`src/rtl/plba_pkg.sv`:
```
// ----------------------------------------------------------------------------
// plba_pkg
// Shared constants, types and the arctangent table for the polyline length
// and bend angle engine.
// ----------------------------------------------------------------------------
package plba_pkg;

    // Result field widths
    localparam int LEN_W = 25;
    localparam int ANG_W = 16;
    localparam logic [LEN_W-1:0] LEN_MAX = {LEN_W{1'b1}};

    // Angle units: pi = 32768
    localparam int ANGLE_PI   = 32768;
    localparam int ANGLE_HALF = 16384;

    // Component bound of the first scaling step (2^24)
    localparam logic [63:0] SCALE_LIM = 64'd16777216;

    // Cross/dot magnitudes are brought below 2^30 before the angle step
    localparam int J_SHIFT = 30;

    // CORDIC sizing
    localparam int CORDIC_STEPS = 15;
    localparam int STEP_W       = 4;
    localparam int ATAN_W       = 14;
    localparam int CIN_X_W      = 30;
    localparam int CIN_Y_W      = 32;
    localparam int CORDIC_W     = 34;
    localparam int ZW           = 16;
    localparam int ZOUT_W       = 15;

    // Multiply-accumulate control
    typedef struct packed {
        logic start;
        logic clr;
        logic sub;
    } t_mac_ctl;

    // atan(2^-i) in angle units
    function automatic logic [ATAN_W-1:0] atan_val(input logic [STEP_W-1:0] i);
        logic [ATAN_W-1:0] v;
        unique case (i)
            4'd0:    v = 14'd8192;
            4'd1:    v = 14'd4836;
            4'd2:    v = 14'd2555;
            4'd3:    v = 14'd1297;
            4'd4:    v = 14'd651;
            4'd5:    v = 14'd326;
            4'd6:    v = 14'd163;
            4'd7:    v = 14'd81;
            4'd8:    v = 14'd41;
            4'd9:    v = 14'd20;
            4'd10:   v = 14'd10;
            4'd11:   v = 14'd5;
            4'd12:   v = 14'd3;
            4'd13:   v = 14'd1;
            4'd14:   v = 14'd1;
            default: v = 14'd0;
        endcase
        return v;
    endfunction

endpackage

```
`src/rtl/plba_if.sv`:
```
// ----------------------------------------------------------------------------
// plba_if
// Valid/ready channels: path point input and segment result output.
// ----------------------------------------------------------------------------

// Point channel
interface plba_in_if #(
    parameter int COORD_WIDTH = 24
) ();
    logic                          valid;
    logic                          ready;
    logic signed [COORD_WIDTH-1:0] x;
    logic signed [COORD_WIDTH-1:0] y;
    logic signed [COORD_WIDTH-1:0] z;
    logic                          start_req;

    modport source (output valid, x, y, z, start_req, input ready);
    modport sink   (input valid, x, y, z, start_req, output ready);
endinterface

// Result channel
interface plba_out_if import plba_pkg::*; ();
    logic             valid;
    logic             ready;
    logic [LEN_W-1:0] seg_length;
    logic [ANG_W-1:0] bend_angle;
    logic             angle_valid;
    logic             degenerate;

    modport source (output valid, seg_length, bend_angle, angle_valid, degenerate,
                    input ready);
    modport sink   (input valid, seg_length, bend_angle, angle_valid, degenerate,
                    output ready);
endinterface

```
`src/rtl/plba_mac.sv`:
```
// ----------------------------------------------------------------------------
// plba_mac
// Bit-serial shift-add multiply-accumulate: one multiplier bit per cycle,
// finishes as soon as the remaining multiplier bits are zero.
// ----------------------------------------------------------------------------
module plba_mac import plba_pkg::*; #(
    parameter int MW = 30,
    parameter int AW = 63
) (
    input  logic                 i_clk,
    input  logic                 i_rst_n,
    input  t_mac_ctl             i_ctl,
    input  logic [MW-1:0]        i_a,
    input  logic [MW-1:0]        i_b,
    output logic                 o_busy,
    output logic signed [AW-1:0] o_acc
);

    logic [AW-1:0] r_a, n_a;
    logic [MW-1:0] r_b, n_b;
    logic          r_sub, n_sub;
    logic [AW-1:0] r_acc, n_acc;

    // Load on start, then add/subtract the shifted multiplicand per set bit
    always_comb begin
        n_a   = r_a;
        n_b   = r_b;
        n_sub = r_sub;
        n_acc = r_acc;
        if (i_ctl.start) begin
            n_a   = AW'(i_a);
            n_b   = i_b;
            n_sub = i_ctl.sub;
            if (i_ctl.clr) begin
                n_acc = '0;
            end
        end else if (r_b != '0) begin
            if (r_b[0]) begin
                n_acc = r_sub ? (r_acc - r_a) : (r_acc + r_a);
            end
            n_a = r_a << 1;
            n_b = r_b >> 1;
        end
    end

    always_ff @(posedge i_clk) begin
        if (!i_rst_n) begin
            r_b <= '0;
        end else begin
            r_b <= n_b;
        end
        r_a   <= n_a;
        r_sub <= n_sub;
        r_acc <= n_acc;
    end

    assign o_busy = (r_b != '0);
    assign o_acc  = $signed(r_acc);

endmodule

```
`src/rtl/plba_sqrt.sv`:
```
// ----------------------------------------------------------------------------
// plba_sqrt
// Restoring integer square root, two radicand bits per cycle. Gives the
// floor root and the remainder (radicand minus root squared).
// ----------------------------------------------------------------------------
module plba_sqrt import plba_pkg::*; #(
    parameter int AW = 63
) (
    input  logic                        i_clk,
    input  logic                        i_rst_n,
    input  logic                        i_start,
    input  logic [AW-1:0]               i_rad,
    output logic                        o_busy,
    output logic [(AW+1)/2-1:0]         o_root,
    output logic [(AW+1)/2+1:0]         o_rem
);

    localparam int RTW   = (AW + 1) / 2;
    localparam int SQW   = 2 * RTW;
    localparam int REMW  = RTW + 2;
    localparam int CNT_W = $clog2(RTW + 1);

    logic [SQW-1:0]   r_rad, n_rad;
    logic [REMW-1:0]  r_rem, n_rem;
    logic [RTW-1:0]   r_root, n_root;
    logic [CNT_W-1:0] r_cnt, n_cnt;
    logic [REMW+1:0]  w_cur;
    logic [REMW+1:0]  w_trial;

    // One root digit per cycle
    always_comb begin
        n_rad   = r_rad;
        n_rem   = r_rem;
        n_root  = r_root;
        n_cnt   = r_cnt;
        w_cur   = {r_rem, r_rad[SQW-1 -: 2]};
        w_trial = (REMW+2)'({r_root, 2'b01});
        if (i_start) begin
            n_rad  = SQW'(i_rad);
            n_rem  = '0;
            n_root = '0;
            n_cnt  = CNT_W'(RTW);
        end else if (r_cnt != '0) begin
            if (w_cur >= w_trial) begin
                n_rem  = REMW'(w_cur - w_trial);
                n_root = {r_root[RTW-2:0], 1'b1};
            end else begin
                n_rem  = REMW'(w_cur);
                n_root = {r_root[RTW-2:0], 1'b0};
            end
            n_rad = r_rad << 2;
            n_cnt = r_cnt - 1'b1;
        end
    end

    always_ff @(posedge i_clk) begin
        if (!i_rst_n) begin
            r_cnt <= '0;
        end else begin
            r_cnt <= n_cnt;
        end
        r_rad  <= n_rad;
        r_rem  <= n_rem;
        r_root <= n_root;
    end

    assign o_busy = (r_cnt != '0);
    assign o_root = r_root;
    assign o_rem  = r_rem;

endmodule

```
`src/rtl/plba_cordic.sv`:
```
// ----------------------------------------------------------------------------
// plba_cordic
// Vectoring CORDIC, one rotation per cycle, stops early when Y reaches zero.
// Result is the accumulated angle clamped to 0..pi/2.
// ----------------------------------------------------------------------------
module plba_cordic import plba_pkg::*; (
    input  logic               i_clk,
    input  logic               i_rst_n,
    input  logic               i_start,
    input  logic [CIN_X_W-1:0] i_x,
    input  logic [CIN_Y_W-1:0] i_y,
    output logic               o_busy,
    output logic [ZOUT_W-1:0]  o_z
);

    logic [CORDIC_W-1:0] r_x, n_x;
    logic [CORDIC_W-1:0] r_y, n_y;
    logic [ZW-1:0]       r_z, n_z;
    logic [STEP_W-1:0]   r_i, n_i;
    logic                r_run, n_run;
    logic [CORDIC_W-1:0] w_ym;
    logic [CORDIC_W-1:0] w_ysh;
    logic [CORDIC_W-1:0] w_xsh;
    logic [ZW-1:0]       w_t;

    // Shifts act on magnitudes so negative values truncate toward zero
    always_comb begin
        w_ym  = r_y[CORDIC_W-1] ? (~r_y + 1'b1) : r_y;
        w_ysh = w_ym >> r_i;
        w_xsh = r_x >> r_i;
        w_t   = ZW'(atan_val(r_i));
        n_x   = r_x;
        n_y   = r_y;
        n_z   = r_z;
        n_i   = r_i;
        n_run = r_run;
        if (i_start) begin
            n_x   = CORDIC_W'(i_x);
            n_y   = CORDIC_W'(i_y);
            n_z   = '0;
            n_i   = '0;
            n_run = 1'b1;
        end else if (r_run) begin
            if (r_y == '0 || r_i == STEP_W'(CORDIC_STEPS)) begin
                n_run = 1'b0;
            end else begin
                n_x = r_x + w_ysh;
                n_y = r_y[CORDIC_W-1] ? (r_y + w_xsh) : (r_y - w_xsh);
                n_z = r_y[CORDIC_W-1] ? (r_z - w_t) : (r_z + w_t);
                n_i = r_i + 1'b1;
            end
        end
    end

    always_ff @(posedge i_clk) begin
        if (!i_rst_n) begin
            r_run <= 1'b0;
        end else begin
            r_run <= n_run;
        end
        r_x <= n_x;
        r_y <= n_y;
        r_z <= n_z;
        r_i <= n_i;
    end

    // Clamp to 0..pi/2
    always_comb begin
        if (r_z[ZW-1]) begin
            o_z = '0;
        end else if (r_z > ZW'(ANGLE_HALF)) begin
            o_z = ZOUT_W'(ANGLE_HALF);
        end else begin
            o_z = ZOUT_W'(r_z);
        end
    end

    assign o_busy = r_run;

endmodule

```
`src/rtl/polyline_length_and_bend_angle_top.sv`:
```
// ----------------------------------------------------------------------------
// polyline_length_and_bend_angle_top
// Takes 3D path points one transaction at a time and returns, for every point
// after the first of a path, the rounded segment length and the bend angle at
// the previous vertex (pi = 32768). A point is taken only while the engine is
// idle; a finished result sits in the output register while the next point is
// already being worked on. The first point of a path is only stored. Other
// points are worked on by one bit-serial shift-add multiplier (one multiplier
// bit per cycle), one two-bits-per-cycle square root and a 15-step CORDIC;
// for a bent point the work is set mostly by the fifteen serial products.
// ----------------------------------------------------------------------------
module polyline_length_and_bend_angle_top import plba_pkg::*; #(
    parameter int COORD_WIDTH = 24
) (
    input  logic      i_clk,
    input  logic      i_rst_n,
    plba_in_if.sink   i_pt,
    plba_out_if.source o_res
);

    localparam int CW   = COORD_WIDTH;
    localparam int DW   = CW + 1;
    localparam int MW   = (DW > 30) ? DW : 30;
    localparam int AW   = 2 * MW + 3;
    localparam int RTW  = (AW + 1) / 2;
    localparam int REMW = RTW + 2;

    // Sequencer states
    localparam logic [3:0] S_IDLE  = 4'd0;
    localparam logic [3:0] S_MUL   = 4'd1;
    localparam logic [3:0] S_MWAIT = 4'd2;
    localparam logic [3:0] S_LSQ   = 4'd3;
    localparam logic [3:0] S_LWAIT = 4'd4;
    localparam logic [3:0] S_SCLK  = 4'd5;
    localparam logic [3:0] S_SCLJ  = 4'd6;
    localparam logic [3:0] S_YSQ   = 4'd7;
    localparam logic [3:0] S_YWAIT = 4'd8;
    localparam logic [3:0] S_COR   = 4'd9;
    localparam logic [3:0] S_CWAIT = 4'd10;
    localparam logic [3:0] S_DONE  = 4'd11;

    // Product schedule
    localparam logic [3:0] OP_LEN_FIRST = 4'd0;
    localparam logic [3:0] OP_LEN_MID   = 4'd1;
    localparam logic [3:0] OP_LEN_LAST  = 4'd2;
    localparam logic [3:0] OP_DOT_FIRST = 4'd3;
    localparam logic [3:0] OP_DOT_MID   = 4'd4;
    localparam logic [3:0] OP_DOT_LAST  = 4'd5;
    localparam logic [3:0] OP_C0_FIRST  = 4'd6;
    localparam logic [3:0] OP_C0_LAST   = 4'd7;
    localparam logic [3:0] OP_C1_FIRST  = 4'd8;
    localparam logic [3:0] OP_C1_LAST   = 4'd9;
    localparam logic [3:0] OP_C2_FIRST  = 4'd10;
    localparam logic [3:0] OP_C2_LAST   = 4'd11;
    localparam logic [3:0] OP_SQ_FIRST  = 4'd12;
    localparam logic [3:0] OP_SQ_MID    = 4'd13;
    localparam logic [3:0] OP_SQ_LAST   = 4'd14;

    function automatic logic [DW-1:0] mag_d(input logic [DW-1:0] v);
        return v[DW-1] ? (~v + 1'b1) : v;
    endfunction

    function automatic logic [AW-1:0] mag_a(input logic [AW-1:0] v);
        return v[AW-1] ? (~v + 1'b1) : v;
    endfunction

    function automatic logic over_lim(input logic [DW-1:0] m);
        return ({{(64-DW){1'b0}}, m} > SCALE_LIM);
    endfunction

    logic [3:0]       r_state, n_state;
    logic [1:0]       r_seen, n_seen;
    logic [CW-1:0]    r_px, n_px, r_py, n_py, r_pz, n_pz;
    logic [DW-1:0]    r_pd [3];
    logic [DW-1:0]    n_pd [3];
    logic [DW-1:0]    r_um [3];
    logic [DW-1:0]    n_um [3];
    logic [DW-1:0]    r_dm [3];
    logic [DW-1:0]    n_dm [3];
    logic [2:0]       r_us, n_us, r_ds, n_ds;
    logic             r_valid, n_valid;
    logic             r_degen, n_degen;
    logic [3:0]       r_op, n_op;
    logic             r_dot_neg, n_dot_neg;
    logic [AW-1:0]    r_dotm, n_dotm;
    logic [AW-1:0]    r_cm [3];
    logic [AW-1:0]    n_cm [3];
    logic [LEN_W-1:0] r_len, n_len;
    logic [ANG_W-1:0] r_ang, n_ang;
    logic             r_ov, n_ov;
    logic [LEN_W-1:0] r_o_len, n_o_len;
    logic [ANG_W-1:0] r_o_ang, n_o_ang;
    logic             r_o_av, n_o_av;
    logic             r_o_dg, n_o_dg;

    logic [DW-1:0]        w_d [3];
    logic                 w_accept;
    t_mac_ctl             w_mac_ctl;
    logic [MW-1:0]        w_mac_a;
    logic [MW-1:0]        w_mac_b;
    logic                 w_mac_busy;
    logic signed [AW-1:0] w_acc;
    logic                 w_sq_start;
    logic                 w_sq_busy;
    logic [RTW-1:0]       w_root;
    logic [REMW-1:0]      w_rem;
    logic [RTW:0]         w_len_full;
    logic                 w_cor_start;
    logic                 w_cor_busy;
    logic [ZOUT_W-1:0]    w_z;
    logic                 w_kbig;
    logic                 w_jbig;

    // New segment vector
    assign w_d[0] = {i_pt.x[CW-1], i_pt.x} - {r_px[CW-1], r_px};
    assign w_d[1] = {i_pt.y[CW-1], i_pt.y} - {r_py[CW-1], r_py};
    assign w_d[2] = {i_pt.z[CW-1], i_pt.z} - {r_pz[CW-1], r_pz};

    assign i_pt.ready = (r_state == S_IDLE);
    assign w_accept   = i_pt.valid && (r_state == S_IDLE);

    // Operand selection for the serial multiplier
    always_comb begin
        w_mac_ctl.start = (r_state == S_MUL);
        w_mac_ctl.clr   = 1'b0;
        w_mac_ctl.sub   = 1'b0;
        w_mac_a         = '0;
        w_mac_b         = '0;
        unique case (r_op)
            OP_LEN_FIRST, OP_LEN_MID, OP_LEN_LAST: begin
                w_mac_a       = MW'(r_dm[r_op[1:0]]);
                w_mac_b       = MW'(r_dm[r_op[1:0]]);
                w_mac_ctl.clr = (r_op == OP_LEN_FIRST);
            end
            OP_DOT_FIRST: begin
                w_mac_a = MW'(r_um[0]); w_mac_b = MW'(r_dm[0]);
                w_mac_ctl.sub = r_us[0] ^ r_ds[0];
                w_mac_ctl.clr = 1'b1;
            end
            OP_DOT_MID: begin
                w_mac_a = MW'(r_um[1]); w_mac_b = MW'(r_dm[1]);
                w_mac_ctl.sub = r_us[1] ^ r_ds[1];
            end
            OP_DOT_LAST: begin
                w_mac_a = MW'(r_um[2]); w_mac_b = MW'(r_dm[2]);
                w_mac_ctl.sub = r_us[2] ^ r_ds[2];
            end
            OP_C0_FIRST: begin
                w_mac_a = MW'(r_um[1]); w_mac_b = MW'(r_dm[2]);
                w_mac_ctl.sub = r_us[1] ^ r_ds[2];
                w_mac_ctl.clr = 1'b1;
            end
            OP_C0_LAST: begin
                w_mac_a = MW'(r_um[2]); w_mac_b = MW'(r_dm[1]);
                w_mac_ctl.sub = ~(r_us[2] ^ r_ds[1]);
            end
            OP_C1_FIRST: begin
                w_mac_a = MW'(r_um[2]); w_mac_b = MW'(r_dm[0]);
                w_mac_ctl.sub = r_us[2] ^ r_ds[0];
                w_mac_ctl.clr = 1'b1;
            end
            OP_C1_LAST: begin
                w_mac_a = MW'(r_um[0]); w_mac_b = MW'(r_dm[2]);
                w_mac_ctl.sub = ~(r_us[0] ^ r_ds[2]);
            end
            OP_C2_FIRST: begin
                w_mac_a = MW'(r_um[0]); w_mac_b = MW'(r_dm[1]);
                w_mac_ctl.sub = r_us[0] ^ r_ds[1];
                w_mac_ctl.clr = 1'b1;
            end
            OP_C2_LAST: begin
                w_mac_a = MW'(r_um[1]); w_mac_b = MW'(r_dm[0]);
                w_mac_ctl.sub = ~(r_us[1] ^ r_ds[0]);
            end
            OP_SQ_FIRST, OP_SQ_MID, OP_SQ_LAST: begin
                w_mac_a       = r_cm[r_op[1:0]][MW-1:0];
                w_mac_b       = r_cm[r_op[1:0]][MW-1:0];
                w_mac_ctl.clr = (r_op == OP_SQ_FIRST);
            end
            default: begin
                w_mac_a = '0;
            end
        endcase
    end

    // Rounded, saturated length from root and remainder
    assign w_len_full = {1'b0, w_root} + (RTW+1)'(w_rem > REMW'(w_root));

    assign w_kbig = over_lim(r_um[0]) | over_lim(r_um[1]) | over_lim(r_um[2]) |
                    over_lim(r_dm[0]) | over_lim(r_dm[1]) | over_lim(r_dm[2]);
    assign w_jbig = (|r_dotm[AW-1:J_SHIFT]) | (|r_cm[0][AW-1:J_SHIFT]) |
                    (|r_cm[1][AW-1:J_SHIFT]) | (|r_cm[2][AW-1:J_SHIFT]);

    assign w_sq_start  = (r_state == S_LSQ) || (r_state == S_YSQ);
    assign w_cor_start = (r_state == S_COR);

    // Sequencer
    always_comb begin
        n_state   = r_state;
        n_seen    = r_seen;
        n_px      = r_px;
        n_py      = r_py;
        n_pz      = r_pz;
        n_pd      = r_pd;
        n_um      = r_um;
        n_dm      = r_dm;
        n_us      = r_us;
        n_ds      = r_ds;
        n_valid   = r_valid;
        n_degen   = r_degen;
        n_op      = r_op;
        n_dot_neg = r_dot_neg;
        n_dotm    = r_dotm;
        n_cm      = r_cm;
        n_len     = r_len;
        n_ang     = r_ang;
        n_ov      = r_ov;
        n_o_len   = r_o_len;
        n_o_ang   = r_o_ang;
        n_o_av    = r_o_av;
        n_o_dg    = r_o_dg;

        // Output register drains independently
        if (r_ov && o_res.ready) begin
            n_ov = 1'b0;
        end

        unique case (r_state)
            S_IDLE: begin
                if (w_accept) begin
                    n_px = i_pt.x;
                    n_py = i_pt.y;
                    n_pz = i_pt.z;
                    if (i_pt.start_req || r_seen == 2'd0) begin
                        n_seen = 2'd1;
                    end else begin
                        for (int i = 0; i < 3; i++) begin
                            n_dm[i] = mag_d(w_d[i]);
                            n_ds[i] = w_d[i][DW-1];
                            n_um[i] = mag_d(r_pd[i]);
                            n_us[i] = r_pd[i][DW-1];
                            n_pd[i] = w_d[i];
                        end
                        n_valid = (r_seen == 2'd2);
                        n_degen = ((w_d[0] == '0) && (w_d[1] == '0) && (w_d[2] == '0)) ||
                                  ((r_seen == 2'd2) && (r_pd[0] == '0) &&
                                   (r_pd[1] == '0) && (r_pd[2] == '0));
                        n_seen  = 2'd2;
                        n_op    = OP_LEN_FIRST;
                        n_state = S_MUL;
                    end
                end
            end
            S_MUL: begin
                n_state = S_MWAIT;
            end
            S_MWAIT: begin
                if (!w_mac_busy) begin
                    n_op    = r_op + 1'b1;
                    n_state = S_MUL;
                    case (r_op)
                        OP_LEN_LAST: n_state = S_LSQ;
                        OP_DOT_LAST: begin
                            n_dot_neg = w_acc[AW-1];
                            n_dotm    = mag_a(w_acc);
                        end
                        OP_C0_LAST: n_cm[0] = mag_a(w_acc);
                        OP_C1_LAST: n_cm[1] = mag_a(w_acc);
                        OP_C2_LAST: begin
                            n_cm[2] = mag_a(w_acc);
                            n_state = S_SCLJ;
                        end
                        OP_SQ_LAST: n_state = S_YSQ;
                        default: n_state = S_MUL;
                    endcase
                end
            end
            S_LSQ: begin
                n_state = S_LWAIT;
            end
            S_LWAIT: begin
                if (!w_sq_busy) begin
                    n_len = (w_len_full > (RTW+1)'(LEN_MAX)) ? LEN_MAX
                                                             : LEN_W'(w_len_full);
                    if (r_valid && !r_degen) begin
                        n_op    = OP_DOT_FIRST;
                        n_state = S_SCLK;
                    end else begin
                        n_ang   = '0;
                        n_state = S_DONE;
                    end
                end
            end
            S_SCLK: begin
                // Shift all six components until each is at most 2^24
                if (w_kbig) begin
                    for (int i = 0; i < 3; i++) begin
                        n_um[i] = r_um[i] >> 1;
                        n_dm[i] = r_dm[i] >> 1;
                    end
                end else begin
                    n_state = S_MUL;
                end
            end
            S_SCLJ: begin
                // Shift dot and cross magnitudes until all are below 2^30
                if (w_jbig) begin
                    n_dotm = r_dotm >> 1;
                    for (int i = 0; i < 3; i++) begin
                        n_cm[i] = r_cm[i] >> 1;
                    end
                end else begin
                    n_op    = OP_SQ_FIRST;
                    n_state = S_MUL;
                end
            end
            S_YSQ: begin
                n_state = S_YWAIT;
            end
            S_YWAIT: begin
                if (!w_sq_busy) begin
                    n_state = S_COR;
                end
            end
            S_COR: begin
                n_state = S_CWAIT;
            end
            S_CWAIT: begin
                if (!w_cor_busy) begin
                    n_ang   = r_dot_neg ? (ANG_W'(ANGLE_PI) - ANG_W'(w_z)) : ANG_W'(w_z);
                    n_state = S_DONE;
                end
            end
            S_DONE: begin
                if (!r_ov || o_res.ready) begin
                    n_ov    = 1'b1;
                    n_o_len = r_len;
                    n_o_ang = r_ang;
                    n_o_av  = r_valid;
                    n_o_dg  = r_degen;
                    n_state = S_IDLE;
                end
            end
            default: begin
                n_state = S_IDLE;
            end
        endcase
    end

    always_ff @(posedge i_clk) begin
        if (!i_rst_n) begin
            r_state <= S_IDLE;
            r_seen  <= 2'd0;
            r_ov    <= 1'b0;
            r_px    <= '0;
            r_py    <= '0;
            r_pz    <= '0;
            r_pd    <= '{default: '0};
        end else begin
            r_state <= n_state;
            r_seen  <= n_seen;
            r_ov    <= n_ov;
            r_px    <= n_px;
            r_py    <= n_py;
            r_pz    <= n_pz;
            r_pd    <= n_pd;
        end
        r_um      <= n_um;
        r_dm      <= n_dm;
        r_us      <= n_us;
        r_ds      <= n_ds;
        r_valid   <= n_valid;
        r_degen   <= n_degen;
        r_op      <= n_op;
        r_dot_neg <= n_dot_neg;
        r_dotm    <= n_dotm;
        r_cm      <= n_cm;
        r_len     <= n_len;
        r_ang     <= n_ang;
        r_o_len   <= n_o_len;
        r_o_ang   <= n_o_ang;
        r_o_av    <= n_o_av;
        r_o_dg    <= n_o_dg;
    end

    // Result channel
    assign o_res.valid       = r_ov;
    assign o_res.seg_length  = r_o_len;
    assign o_res.bend_angle  = r_o_ang;
    assign o_res.angle_valid = r_o_av;
    assign o_res.degenerate  = r_o_dg;

    plba_mac #(
        .MW (MW),
        .AW (AW)
    ) u_mac (
        .i_clk   (i_clk),
        .i_rst_n (i_rst_n),
        .i_ctl   (w_mac_ctl),
        .i_a     (w_mac_a),
        .i_b     (w_mac_b),
        .o_busy  (w_mac_busy),
        .o_acc   (w_acc)
    );

    plba_sqrt #(
        .AW (AW)
    ) u_sqrt (
        .i_clk   (i_clk),
        .i_rst_n (i_rst_n),
        .i_start (w_sq_start),
        .i_rad   ($unsigned(w_acc)),
        .o_busy  (w_sq_busy),
        .o_root  (w_root),
        .o_rem   (w_rem)
    );

    plba_cordic u_cordic (
        .i_clk   (i_clk),
        .i_rst_n (i_rst_n),
        .i_start (w_cor_start),
        .i_x     (r_dotm[CIN_X_W-1:0]),
        .i_y     (w_root[CIN_Y_W-1:0]),
        .o_busy  (w_cor_busy),
        .o_z     (w_z)
    );

endmodule
```
`src/flat_wrapper.sv`:
```
// flat-port wrapper written by rule: the top's interface ports become plain ports
module polyline_length_and_bend_angle_top_flat import plba_pkg::*;
#(
    parameter int COORD_WIDTH = 24
)
  (i_clk, i_rst_n, i_pt_valid, i_pt_x, i_pt_y, i_pt_z, i_pt_start_req, i_pt_ready, o_res_valid, o_res_seg_length, o_res_bend_angle, o_res_angle_valid, o_res_degenerate, o_res_ready);
  plba_in_if #(.COORD_WIDTH(COORD_WIDTH)) i_pt_i ();
  plba_out_if o_res_i ();
  input  logic i_clk;
  input  logic i_rst_n;
  input wire logic [$bits(i_pt_i.valid)-1:0] i_pt_valid;
  input wire logic [$bits(i_pt_i.x)-1:0] i_pt_x;
  input wire logic [$bits(i_pt_i.y)-1:0] i_pt_y;
  input wire logic [$bits(i_pt_i.z)-1:0] i_pt_z;
  input wire logic [$bits(i_pt_i.start_req)-1:0] i_pt_start_req;
  output wire logic [$bits(i_pt_i.ready)-1:0] i_pt_ready;
  output wire logic [$bits(o_res_i.valid)-1:0] o_res_valid;
  output wire logic [$bits(o_res_i.seg_length)-1:0] o_res_seg_length;
  output wire logic [$bits(o_res_i.bend_angle)-1:0] o_res_bend_angle;
  output wire logic [$bits(o_res_i.angle_valid)-1:0] o_res_angle_valid;
  output wire logic [$bits(o_res_i.degenerate)-1:0] o_res_degenerate;
  input wire logic [$bits(o_res_i.ready)-1:0] o_res_ready;
  assign i_pt_i.valid = i_pt_valid;
  assign i_pt_i.x = i_pt_x;
  assign i_pt_i.y = i_pt_y;
  assign i_pt_i.z = i_pt_z;
  assign i_pt_i.start_req = i_pt_start_req;
  assign i_pt_ready = i_pt_i.ready;
  assign o_res_valid = o_res_i.valid;
  assign o_res_seg_length = o_res_i.seg_length;
  assign o_res_bend_angle = o_res_i.bend_angle;
  assign o_res_angle_valid = o_res_i.angle_valid;
  assign o_res_degenerate = o_res_i.degenerate;
  assign o_res_i.ready = o_res_ready;
  polyline_length_and_bend_angle_top #(.COORD_WIDTH(COORD_WIDTH)) u_core (.i_clk(i_clk), .i_rst_n(i_rst_n), .i_pt(i_pt_i), .o_res(o_res_i));
endmodule
```
`config.mk`:
```
export PLATFORM = sky130hd
export DESIGN_NAME = polyline_length_and_bend_angle_top_flat
export DESIGN_NICKNAME = d
export VERILOG_FILES = /design/src/rtl/plba_pkg.sv /design/src/rtl/plba_if.sv /design/src/rtl/plba_mac.sv /design/src/rtl/plba_sqrt.sv /design/src/rtl/plba_cordic.sv /design/src/rtl/polyline_length_and_bend_angle_top.sv /design/src/flat_wrapper.sv
export SDC_FILE = /design/constraint.sdc
export NUM_CORES = 2
export LEC_CHECK = 0
export ABC_AREA = 0
export BUFFER_PORTS_ARGS = -buffer_cell sky130_fd_sc_hd__buf_2
export CAP_MARGIN = 20
export CELL_PAD_IN_SITES_DETAIL_PLACEMENT = 2
export CELL_PAD_IN_SITES_GLOBAL_PLACEMENT = 2
export CORE_UTILIZATION = 36
export DETAILED_ROUTE_END_ITERATION = 6
export PLACE_DENSITY = 0.83
export SETUP_SLACK_MARGIN = 0.05
export SYNTH_ARGS = -nofsm -noshare
export SYNTH_HDL_FRONTEND = slang
export SYNTH_SLANG_ARGS = --single-unit
```
`constraint.sdc`:
```
create_clock -name i_clk -period 20 [get_ports i_clk]
set_clock_uncertainty 0.05 [all_clocks]
set_input_delay 1 -clock i_clk [delete_from_list [all_inputs] [get_ports i_clk]]
set_output_delay 1 -clock i_clk [all_outputs]
set_load 0.02 [all_outputs]
```
# After elaboration in Yosys (flattened, before gate mapping)
# Memory sizes are Yosys's and may differ from the RTL's. A register that Yosys moved wholly into a read port is not among the register bits.
# Index checks and enable logic that the tools add are counted.
op_classes:
  order_cmp: 11
  mux: 94
  n_eq_ne: 46
  reduce_logical: 65
  bitwise_logic: 34
  add_sub_neg: 24
  shift: 2
ops:
  columns: ["cell", "n"]
  rows:
  - ["2-to-1 mux 63 bit", 14]
  - ["2-to-1 mux 75 bit", 6]
  - ["2-to-1 mux 189 bit", 2]
  - ["one-hot mux 189 bit (2 select lines)", 1]
  - ["one-hot mux 30 bit (5 select lines)", 2]
  - ["one-hot mux 75 bit (2 select lines)", 2]
  - ["2-to-1 mux 30 bit", 9]
  - ["2-to-1 mux 25 bit", 8]
  - ["adder 25 x 1 -> 25 bit (second input constant)", 6]
  - ["> comparator 25 bit (second input constant)", 6]
  - ["logical NOT 25 bit", 6]
  - ["inverter 25 bit", 6]
  - ["OR reduction 33 bit", 4]
  - ["binary-select mux 63 bit (select 2 bit)", 1]
  - ["one-hot mux 63 bit (2 select lines)", 1]
  - ["2-to-1 mux 34 bit", 3]
  - ["2-to-1 mux 32 bit", 3]
  - ["2-to-1 mux 16 bit", 5]
  - ["subtractor 24 x 24 -> 25 bit", 3]
  - ["2-to-1 mux 4 bit", 18]
  - ["adder 34 bit", 2]
  - ["right shift 34 x 4 -> 34 bit", 2]
  - ["subtractor 34 bit", 2]
  - ["adder 63 x 1 -> 63 bit (second input constant)", 1]
  - ["other kinds (56)", 163]
totals:
  ff_bits: 1035
  rom_bits: 224
  wordCells: 326
  mem_count: 1
  out_inout_bits: 45
  in_bits: 77
memory_table:
  columns: ["memory", "words", "width", "read_ports", "rd_clocked_by_memory_dff", "wr", "line", "rtl"]
  rows:
  - ["(name not given)", 16, 14, 1, 1, 0, "plba_pkg.sv:43", "unique case (i)"]

# Longest topological paths before layout
logic_depth:
  depth_word: 8
  mapped_depth: 28
  ltp_nobuf: 25

# Modules after synthesis
# Synthesis repeated with hierarchy kept, for this count alone.
hier_totals:
  cells_unflattened: 7655
  hier_area_um2: 70416.3
modules_own_cells:
  columns: ["module", "seq_area_each_um2", "area_each_um2", "cells_each", "n_inst"]
  rows:
  - ["polyline_length_and_bend_angle_top", 18067.3, 38268.0, 3977, 1]
  - ["plba_cordic", 2682.6, 13676.9, 1697, 1]
  - ["plba_mac", 4083.9, 10886.7, 1204, 1]
  - ["plba_sqrt", 3353.2, 7584.8, 777, 1]

# Worst setup path after synthesis
# No wires, ideal clock.
synth_timing:
  kind: "reg-to-reg"
  start: "reg u_core.r_op[1]"
  end: "reg u_core.u_mac.r_acc[0], in the netlist u_core.u_mac.o_acc[0], enable pin"
  required_time_ns: 19.379
  path_buffers: 2
  stages_incl_launch_ff: 8
  period_less_slack_ns: 6.679
  slack_ns: 13.321
  arrival_time_ns: 6.058
  setup_time_ns: 0.571
  cell_sequence: "edfxtp_1 -> clkbuf_1 -> buf_1 -> inv_1 -> ha_1 -> and2_1 -> o32ai_1 -> o21ai_0"
synth_between:
  elab_chain_cells: 5
  elab_cells_between_ends: 16
  cone_classes: "eq/ne: 10; mux: 1; reduce/logical: 5"
synth_rtl:
  columns: ["element", "line", "rtl"]
  rows:
  - ["start: declaration", "polyline_length_and_bend_angle_top.sv:83", "logic [3:0] r_op, n_op;"]
  - ["start signal: assignment", "polyline_length_and_bend_angle_top.sv:374", "r_op <= n_op;"]
  - ["== test 4 x 2 -> 1 bit (tied with other cells)", "polyline_length_and_bend_angle_top.sv:129", "unique case (r_op)"]
  - ["OR reduction 4 bit (no source line) or OR reduction 3 bit (tied branches)", null, null]
  - ["one-hot mux 1 bit (3 select lines) *", "polyline_length_and_bend_angle_top.sv:129", null]
  - ["!= test 2 bit (no source line) *", null, null]
  - ["AND reduction 3 bit (no source line) *", null, null]
  - ["end signal: assignment", "plba_mac.sv:54", "r_acc <= n_acc;"]
  - ["end: declaration", "plba_mac.sv:22", "logic [AW-1:0] r_acc, n_acc;"]
# Mark *: on every way between the ends. The rest lies on a longest branch, timed or not.
# A chain may end at the register's enable or synchronous reset.

# Worst setup path in the final report
layout_timing:
  start: "reg u_core.u_mac.r_a[3]"
  end: "reg u_core.u_mac.r_acc[61], in the netlist u_core.u_mac.o_acc[61] (data pin)"
layout_between:
  elab_chain_cells: 5
  elab_cells_between_ends: 6
  cone_classes: "add/sub: 2; mux: 4"
layout_rtl:
  columns: ["element", "line", "rtl"]
  rows:
  - ["start: declaration", "plba_mac.sv:19", "logic [AW-1:0] r_a, n_a;"]
  - ["start signal: assignment", "plba_mac.sv:52", "r_a <= n_a;"]
  - ["adder 63 bit or subtractor 63 bit (tied branches)", "plba_mac.sv:39", "n_acc = r_sub ? (r_acc - r_a) : (r_acc + r_a);"]
  - ["2-to-1 mux 63 bit *", "plba_mac.sv:39", null]
  - ["2-to-1 mux 63 bit *", "plba_mac.sv:38", "if (r_b[0]) begin"]
  - ["2-to-1 mux 63 bit *", "plba_mac.sv:37", "end else if (r_b != '0) begin"]
  - ["2-to-1 mux 63 bit *", "plba_mac.sv:30", "if (i_ctl.start) begin"]
# Mark *: on every way between the ends. The rest lies on a longest branch, timed or not. The select of a mux whose other input is x is not followed.

==> impl_metrics.yaml <==
critical_path:
  criticalPathCategory: "flop to flop"
  timing.rr.start: "u_core.u_mac.r_a[3]"
  cp_data_required_time_ns: 20.49
  cp_slowest_stage_delay_ns: 0.91
  rr_worst_depth: 19
  critPathLaunchType: "flop"
  r2r-end: "u_core.u_mac.o_acc[61]"
  critical_path_depth: 19
  crit_chain: "or3_1 > nor4_1 > and3_1 > and2_0 > and3_1 > and3_1 > nor3b_1 > a21oi_1 > xnor2_1 > ha_1 > nor2b_1 > o21a_1 > o21a_1 > o21ai_0 > nand2b_1 > a21o_1 > o31ai_1 > mux2i_1 > a2111oi_0"
  rrSetupSlack_ns: 12.83
  cp.arrival_ns: 7.67
  crit_end: "u_core.u_mac.o_acc[61]"
  startpoint: "u_core.u_mac.r_a[3]"
  cp_max_fo: 8
  setup.worst_path.end_class: "flop"
  critPathBufInv: 0
  crit_path_frequent_cell: "and3_1"
  crit_family: "simple AND/OR/NAND/NOR gates"
  cpMaxStageDelayCell: "nor3b_1"
routing:
  route.detailed.drc: 21
  vias: 58920
  drtIter0Drc: 4329
  ant_nets: 0
  drt-vias-per-instance: 5.92
  drt_pre_antenna_iters: 7
  wl_per_cell_um: 25.1
  routed_wl_um: 250000
layout:
  final_common_cell: "nand2_1"
  drive_gt1_share_pct: 7.20
  layout_common_cells: "nand2_1 (1,125), edfxtp_1 (718), a21oi_1 (617), nor2_1 (601), o21ai_0 (518)"
  syn2layout_area_growth_pct: 10.8
  fin_nets: 7731
  n_antenna_cell: 0
  layoutNonFillerInstCount: 9955
timing:
  finalHoldViolations: 0
  fmax_mhz: 139
  tightest_slew_ns: 1.13
  slew_violations: 0
  period_needed_ns: 7.17
  slew_headroom_pct: 24.1
  rsz0062_at_grt: "no"
  setup_viol: 0
  min_period_over_period_pct: 35.9
  setup_tns_ns: 0
die:
  num_io_pins: 122
  initial_utilization_pct: 36.2
  core_area_sq_um: 185000
  die_h_um: 434
  fp-row-count: 158
  design.die.area_sq_um: 188000
  die-width_um: 434
clock_tree:
  numCtsBuffers: 131
  postCtsSetupRepairBufs: 0
  cts_resized: 0
  clock_latency_ns: 0.80
  cts-root-buf: "clkbuf_16"
  clk_path_buf_depth: 3
  htree_num_levels: 4
  holdBufCountCts: 0
  clock-sinks: 1049
  cts_tree: "yes"
  path_clk_slew_ns: 0.06
power:
  p_total_uw: 11600
  power_leakage_uw: 0.0283
  power_density_nw_per_um2: 156
  max-vdd-ir-drop_uv: 91.7
global_route:
  grt.overflow.total: 0
  grt_pass1_wl_um: 386000
  antenna_found_initial: 3
  grt_pass1_vias: 63350
  grt_start_max_net_pins: 109
  track_usage_pct: 26.1
synth:
  synth-main-ff-cell: "edfxtp_1"
  seq_area_frac_synth_pct: 42.1
  synth_cell_type_count: 87
  ys_seq_elements: 1049
  avgSynthCellArea_sq_um: 9.01
  syn_nets: 7801
  synth-edff-count: 718
  postSynth.asyncResetShare_pct: 0
  syn_inst: 7440
  syn_area_sq_um: 67000
  ys_warn_count: 0
place:
  dp_cells: 9716
  port_buffers: 121
  dpl.hpwl_um: 180000
  place_congestion: 0.948
worst_hold_path:
  min_path_type: "flop to flop"
status:
  violations: "design-rule violations"
  status: "complete, but fails checks"
flow_run:
  cap_viol_max_count: 0
## registers in the layout (all words and copies together) (netlist names), 25 cells and up
| signal | flops |
|---|---|
| u_core.r_pd | 75 |
| u_core.u_mac.r_a | 63 |
| u_core.u_sqrt.o_rem | 34 |
| u_core.u_sqrt.r_rad | 64 |
| u_core.r_dotm | 63 |
| u_core.o_res.seg_length | 25 |
| u_core.u_mac.r_b | 30 |
| u_core.u_cordic.r_y | 34 |
| u_core.r_cm | 189 |
| u_core.u_cordic.r_x | 34 |
| u_core.r_dm | 75 |
| u_core.r_um | 75 |
| u_core.u_mac.o_acc | 63 |
| u_core.r_len | 25 |
| u_core.u_sqrt.o_root | 32 |
## worst min-delay path by stage
stage | startpoint | end | slack, ns | cells after the start
floorplan | u_core.r_ang[0] | u_core.o_res.bend_angle[0] | 0.35 | 0
global placement | u_core.r_ang[3] | u_core.o_res.bend_angle[3] | 0.36 | 0
detailed placement | u_core.r_ang[3] | u_core.o_res.bend_angle[3] | 0.36 | 0
CTS | u_core.r_len[5] | u_core.o_res.seg_length[5] | 0.36 | 0
global route | u_core.r_len[9] | u_core.o_res.seg_length[9] | 0.38 | 0
finish | u_core.r_len[5] | u_core.o_res.seg_length[5] | 0.36 | 0
## kinds of logic after synthesis
family	share of synthesized area (%)
xor+xnor	7.54
mux	4.22
buf+inv	3.61
fa+ha+maj	5.38
flops	42.1
compound gates	20.6
simple gates	16.6
## per-layer routing
metal	vias up	global-route usage, %	routed length, um
met5	-	0	0
met2	1528	45.5	124000
met1	30127	32.5	105000
met4	0	9.38	8770
met3	441	3.72	12100
li1	26824	-	-
## cell usage after synthesis (67+ instances only)
master | number | share of area, %
a21o_1 | 320 | 3.6
nand3_1 | 94 | 0.70
a21boi_0 | 122 | 1.4
o21a_1 | 77 | 0.86
edfxtp_1 | 718 | 32
xor2_1 | 267 | 3.5
dfxtp_1 | 331 | 9.9
ha_1 | 277 | 5.2
clkbuf_1 | 355 | 2.0
o21ai_0 | 519 | 3.9
nor2_1 | 606 | 3.4
xnor2_1 | 310 | 4.1
mux2i_1 | 176 | 2.6
a21oi_1 | 621 | 4.6
a31oi_1 | 67 | 0.63
o31ai_1 | 69 | 0.77
nand2_1 | 1131 | 6.3
nor3_1 | 105 | 0.78
nor4_1 | 110 | 1.0
inv_1 | 232 | 1.3
## worst register-to-register path: stages, from the launching register on
cell and delay, ns:
edfxtp_1 0.46, or3_1 0.42, nor4_1 0.85, and3_1 0.39, and2_0 0.37, and3_1 0.47, and3_1 0.36, nor3b_1 0.91
a21oi_1 0.19, xnor2_1 0.19, ha_1 0.40, nor2b_1 0.19, o21a_1 0.18, o21a_1 0.18, o21ai_0 0.17, nand2b_1 0.08
a21o_1 0.20, o31ai_1 0.36, mux2i_1 0.13, a2111oi_0 0.41
## layout make-up
class,instances,area [sq um]
fill,20242,111000
clock buffer,174,3530
tap,2480,3100
inverter,237,892
timing repair buffer,201,1220
multi-input combinational,5750,36600
sequential,1049,28200
clock inverter,64,691
## power breakdown
part | switching (uW) | leakage, uW | total [uW] | internal, uW
clock network | 1040 | 0.00204 | 2400 | 1360
logic | 3560 | 0.0170 | 5610 | 2050
registers | 500 | 0.00929 | 3610 | 3110
total | 5100 | 0.0283 | 11600 | 6520
## stage by stage
| step | setup WS (ns) | area [sq um] | util [%] | hold slack, ns |
|---|---|---|---|---|
| finish | 12.83 | 74200 | 40.1 | 0.360 |
| global route | 12.58 | 74200 | 40.1 | 0.377 |
| CTS | 13.03 | 74200 | 40.1 | 0.359 |
| detailed placement | 13.18 | 70000 | 37.8 | 0.357 |
| global placement | 13.36 | 70000 | 37.8 | 0.356 |
| floorplan | 13.32 | 67000 | - | 0.350 |
(Power assumes the default switching activity.)
